[src/rtl/ctf_pkg.sv]
package ctf_pkg;

  localparam int DataWidth  = 16;
  localparam int AngleWidth = 17;
  // output angle scale, 1/2^AngleFracBits degree; +-180 deg must fit AngleWidth
  localparam int AngleFracBits = 8;
  localparam int Guard      = 8;
  localparam int ZFrac      = 16;
  localparam int BlendFrac  = 20;
  localparam int GainInvQ16 = 39797;
  localparam int AtanEntries = 24;
  // CORDIC x/y word: 16-bit input << 8, plus growth for gain and the 180-degree flip
  localparam int CordWidth  = 28;
  // angle accumulator, 1/65536 degree, holds +-360 deg
  localparam int ZWidth     = 26;

  localparam logic CfgBlendWeight = 1'b0;
  localparam logic CfgTimeStep    = 1'b1;

  typedef struct packed {
    logic load;     // latch sample, start roll pass
    logic step;     // one CORDIC iteration
    logic gain;     // gain-correct magnitude, set up pitch pass
    logic save_roll;
    logic blend_mul;
    logic blend_fin;
  } ctf_cmd_t;

  function automatic logic signed [ZWidth-1:0] atan_q16(input logic [4:0] i);
    logic signed [ZWidth-1:0] r;
    unique case (i)
      5'd0:  r = 26'sd2949120;
      5'd1:  r = 26'sd1740967;
      5'd2:  r = 26'sd919879;
      5'd3:  r = 26'sd466945;
      5'd4:  r = 26'sd234379;
      5'd5:  r = 26'sd117304;
      5'd6:  r = 26'sd58666;
      5'd7:  r = 26'sd29335;
      5'd8:  r = 26'sd14668;
      5'd9:  r = 26'sd7334;
      5'd10: r = 26'sd3667;
      5'd11: r = 26'sd1833;
      5'd12: r = 26'sd917;
      5'd13: r = 26'sd458;
      5'd14: r = 26'sd229;
      5'd15: r = 26'sd115;
      5'd16: r = 26'sd57;
      5'd17: r = 26'sd29;
      5'd18: r = 26'sd14;
      5'd19: r = 26'sd7;
      5'd20: r = 26'sd4;
      5'd21: r = 26'sd2;
      5'd22: r = 26'sd1;
      default: r = '0;
    endcase
    return r;
  endfunction

endpackage

[src/rtl/ctf_ctrl.sv]
module ctf_ctrl #(
  parameter int CORDIC_STEPS = 16
) (
  input  logic               clk,
  input  logic               rst,
  input  logic               in_valid,
  output logic               in_ready,
  output logic               out_valid,
  input  logic               out_ready,
  output ctf_pkg::ctf_cmd_t  cmd,
  output logic [4:0]         iter
);
  import ctf_pkg::*;

  typedef enum logic [2:0] {
    S_IDLE, S_ROLL, S_GAIN, S_PITCH, S_MUL, S_FIN
  } state_t;

  state_t state;
  logic   last;

  assign last = (iter == 5'(CORDIC_STEPS - 1));
  // a new word enters only once the previous result is taken or is being taken
  assign in_ready = (state == S_IDLE) && (!out_valid || out_ready);

  always_comb begin
    cmd = '0;
    cmd.load      = in_valid && in_ready;
    cmd.step      = (state == S_ROLL) || (state == S_PITCH);
    cmd.gain      = (state == S_GAIN);
    cmd.save_roll = (state == S_ROLL) && last;
    cmd.blend_mul = (state == S_MUL);
    cmd.blend_fin = (state == S_FIN);
  end

  always_ff @(posedge clk) begin
    if (rst) begin
      state     <= S_IDLE;
      iter      <= '0;
      out_valid <= 1'b0;
    end else begin
      if (out_valid && out_ready) out_valid <= 1'b0;
      unique case (state)
        S_IDLE: begin
          if (cmd.load) begin
            state <= S_ROLL;
            iter  <= '0;
          end
        end
        S_ROLL: begin
          iter <= iter + 5'd1;
          if (last) state <= S_GAIN;
        end
        S_GAIN: begin
          iter  <= '0;
          state <= S_PITCH;
        end
        S_PITCH: begin
          iter <= iter + 5'd1;
          if (last) state <= S_MUL;
        end
        S_MUL: state <= S_FIN;
        S_FIN: begin
          state     <= S_IDLE;
          out_valid <= 1'b1;
        end
        default: state <= S_IDLE;
      endcase
    end
  end
endmodule

[config.mk]
export PLATFORM = sky130hd
export DESIGN_NAME = ctf_ctrl
export DESIGN_NICKNAME = d
export VERILOG_FILES = /design/src/rtl/ctf_pkg.sv /design/src/rtl/ctf_ctrl.sv
export SDC_FILE = /design/constraint.sdc
export NUM_CORES = 1
export LEC_CHECK = 0
export BUFFER_PORTS_ARGS = -buffer_cell sky130_fd_sc_hd__buf_4
export CORE_AREA = 2 2 39 41
export CTS_BUF_LIST = sky130_fd_sc_hd__clkbuf_8
export CTS_CLUSTER_DIAMETER = 100
export DETAILED_ROUTE_END_ITERATION = 16
export DIE_AREA = 0 0 41 43
export SYNTH_ARGS = -nofsm -noshare
export SYNTH_HDL_FRONTEND = slang
export SYNTH_SLANG_ARGS = --single-unit
export TNS_END_PERCENT = 1
[constraint.sdc]
create_clock -name clk -period 2.1 [get_ports clk]
set_input_delay 0.21 -clock clk [delete_from_list [all_inputs] [get_ports clk]]
set_output_delay 0.21 -clock clk [all_outputs]
set_load 0.03 [all_outputs]
# Word level (Yosys, flattened, before mapping)
# Cells that the tools add are included.
[word_totals] register_bits=9 in_bits=4 out_inout_bits=13 elab_cells=34
[classes] add_sub_neg=1 eq_ne=9 muxes=8 reduce_logical=13
[ops] op="one-hot mux 3 bit (5 select lines)" n=1
[ops] op="one-hot mux 5 bit (3 select lines)" n=1
[ops] op="2-to-1 mux 3 bit" n=3
[ops] op="equality test 3 x 2 -> 1 bit, second input constant" n=2
[ops] op="equality test 3 bit, second input constant" n=2
[ops] op="inequality test 2 bit, second input constant" n=3
[ops] op="adder 5 x 1 -> 5 bit, second input constant" n=1
[ops] op="equality test 5 x 4 -> 1 bit, second input constant" n=1
[ops] op="2-to-1 mux 5 bit" n=1
[ops] op="logical AND 1 bit" n=4
[ops] op="equality test 3 x 1 -> 1 bit, second input constant" n=1
[ops] op="zero test 3 bit" n=1
[ops] op="AND reduction 3 bit" n=1
[ops] op="nonzero test 3 bit" n=1
[ops] op="logical OR 1 bit" n=2
[ops] op="2-to-1 mux 1 bit" n=2
[ops] op="AND reduction 2 bit" n=1
[ops] op="nonzero test 2 bit" n=1
[ops] op="OR reduction 2 bit" n=1
[ops] op="zero test 1 bit" n=1

# Logic depth before layout (Yosys ltp)
[depth] word_depth=6 depth_mapped=6 depth_no_buf=6

# Worst setup path before layout
# No wires, ideal clock.
[synth_timing] kind="register -> output" start="reg iter[0]" end="out cmd[2] (netlist name)" t_arrival_ns=1.867 path_slack_ns=0.023 stages_incl_launch_ff=5 path_buffers=0 path_cell_list="dfxtp_1 -> ha_1 -> and3_1 -> ha_1 -> nor3b_1"
[synth_rtl] element="start, declared" line_no="ctf_ctrl.sv:11" source="output logic [4:0] iter"
[synth_rtl] element="start signal, assigned" line_no="ctf_ctrl.sv:51" source="iter <= iter + 5'd1;"
[synth_rtl] element="start signal, assigned" line_no="ctf_ctrl.sv:59" source="iter <= iter + 5'd1;"
[synth_rtl] element="end, declared" line_no="ctf_ctrl.sv:10" source="output ctf_pkg::ctf_cmd_t cmd,"

==> flow_summary.toml <==
[place]
dp.cells = 86
place_hpwl_um = 725.4
routabilityCongestion = 0.6527
numPortBuffers = 16

[global_routing]
antenna_found_initial = 0
grt_pass1_wl_mm = 1.580
grt_pass1_vias = 389
track_usage_pct = 13.31
grt_overflow = 0
grt_max_degree = 14

[logic_synthesis]
yosys-mux-area-fraction_pct = 0
netlist_area_um2 = 498.0
yosysWarnings = 0
synthSimpleGateAreaFrac_pct = 32.66
synth-xor-area-share_pct = 1.759
netlist_instances = 58
synth_nets = 64
syn_avg_cell_area_um2 = 8.586
yosys_register_bits = 9
synth-compound-area-share_pct = 16.58
synthAdderAreaFrac_pct = 5.025
ys_types = 32
synth-seq-area-share_pct = 36.18
synth_top_family_by_area = "simple AND/OR/NAND/NOR gates"

[cts]
numCtsBuffers = 3
clkLatencyLatePin_ns = 0.23
postCtsSetupBuffers = 0
cts_tree = "yes"
cts_hold_buf = 0
cts_resized = 0
clk_pin_slew_ns = 0.04
cts_max_path_buffers = 2
cts_root_buf = "clkbuf_8"
cts_num_sinks = 9
htreeDepth = 1

[finish]
final_nets = 81
final_cell_mix = "buf_4 (16), dfxtp_1 (9), nor2_1 (7)"
drive_gt1_share_pct = 27.03
final_common_cell = "buf_4"
stdcell_count = 90
syn2layout_area_growth_pct = 31.66
antenna_cells = 0

[critical_path]
critPathKind = "flip-flop to primary output"
rr_startpoint = "iter[0]$_SDFFE_PP0P_"
cp-start-kind = "flip-flop"
arrival_ns = 1.58
cp-startpoint = "iter[0]$_SDFFE_PP0P_"
r2r_slack_ns = 0.56
cp_max_fo = 5
setup.worst_path.end_class = "primary output"
cp.required_ns = 1.89

[floorplan]
io_pins = 17
core_um2 = 1384
rows = 14
die-height_um = 43
die_w_um = 41
die-area_um2 = 1763
floorplan.initialDensity_pct = 35.99

[timing]
period_share_pct = 85.19
slew_viol_final = 0
setup_violations = 0
fin_crit_ns = 1.789
fin_skew_ns = 0.001563
max_freq_mhz = 559.0
rsz0062_at_grt = "false"
slew_headroom_pct = 70.02
hold_viol = 0
whs_ns = 0.2401
worst_pin_slew_ns = 0.4497
setup-tns-final_ns = 0

[routing]
drc = 0
antenna_left = 0
drtIter0Drc = 1
dr.pass1.iters = 2
wl_per_cell_um = 10.74
drt-total-wl_um = 967
vias = 471
via_per_inst = 5.233

[pwr]
p_leak_uw = 0.0002891
p_per_area_nw_per_um2 = 648.3
ir_drop_v = 0.0003969

[worst_hold_path]
hold_start = "rst"
hold_path.class = "primary input to flip-flop"

[status]
status = "complete, no violations"

[job]
maxCapViolCount = 0
## critical path: stages (launching register included)
cell and delay [ns]:
dfxtp_1 0.39, ha_1 0.20, and3_1 0.17, ha_1 0.19, nor3b_1 0.20, buf_4 0.19
## metal layers
layer  vias up  wire length [um]  global-route usage, %
met1       216               433                  17.26
li1        238                 -                      -
met5         -                 0                      0
met3         2                86                  3.141
met4         0                10                  8.000
met2        15               435                  19.06
## metrics by stage
step	cell area [um2]	total power [uW]	setup slack (ns)	util (%)
after floorplan	498.0	218.4	0.02336	-
after global placement	610.6	236.8	0.5775	44.12
after detailed placement	610.6	236.8	0.5576	44.12
after CTS	655.6	431.3	0.3001	47.38
after global routing	655.6	448.9	0.1570	47.38
final	655.6	425.1	0.3109	47.38
## cell usage after synthesis
| cell type | instances | area [um2] |
|---|---|---|
| a2111oi_0 | 1 | 8.760 |
| or3_1 | 2 | 12.51 |
| o31ai_1 | 1 | 7.510 |
| and3b_1 | 1 | 8.760 |
| and3_1 | 1 | 6.260 |
| nand2b_1 | 3 | 18.77 |
| clkbuf_2 | 1 | 5.000 |
| o21ai_0 | 1 | 5.000 |
| a21oi_1 | 2 | 10.01 |
| a211oi_1 | 2 | 15.01 |
| o22ai_1 | 1 | 6.260 |
| nor2b_1 | 2 | 12.51 |
| nand2_1 | 2 | 7.510 |
| nand4b_1 | 1 | 8.760 |
| nor3b_1 | 2 | 15.01 |
| inv_1 | 3 | 11.26 |
| dfxtp_1 | 9 | 180.2 |
| buf_4 | 1 | 7.510 |
| nand3b_1 | 1 | 7.510 |
| xor2_1 | 1 | 8.760 |
| or4_1 | 1 | 7.510 |
| nor2_1 | 7 | 26.28 |
| and2b_1 | 1 | 7.510 |
| nand3_1 | 1 | 5.000 |
| nand2b_4 | 1 | 13.76 |
| o311ai_1 | 1 | 8.760 |
| a31oi_1 | 1 | 6.260 |
| clkbuf_1 | 1 | 3.750 |
| buf_6 | 1 | 11.26 |
| ha_1 | 2 | 25.02 |
| o21a_1 | 2 | 15.01 |
| nor3_1 | 1 | 5.000 |
## cells by family after synthesis
family	count (synthesis)
AOI/OAI and AO/OA	12
adders and majority gates	2
DFF	9
and+or+nand+nor	27
xor gates and xnor gates	1
buffers and inverters	7
## path summary, 6_finish.rpt
check / to / cells after the start
setup / recovery: cmd[2] / 5
hold / removal: out_valid$_SDFFE_PP0P_ / 2
setup reg to reg: iter[4]$_SDFFE_PP0P_ / 5
hold reg to reg: iter[4]$_SDFFE_PP0P_ / 2
## layout make-up
type | count | area, um2
fill | 140 | 728.2
multi-input combinational | 42 | 279.0
sequential | 9 | 180.2
timing repair buffer | 16 | 120.1
clock buffer | 3 | 41.29
tap | 16 | 20.02
inverter | 3 | 11.26
clock inverter | 1 | 3.754
## flip-flops by register name, summed over array words and instances (netlist names)
signal     count
state          3
out_valid      1
iter           5
## power by group
group,switching (uW),internal (uW)
Sequential,6.89,176
Clock,64.5,127
Combinational,30.8,20.2
Power figures use the tool's default switching activity.
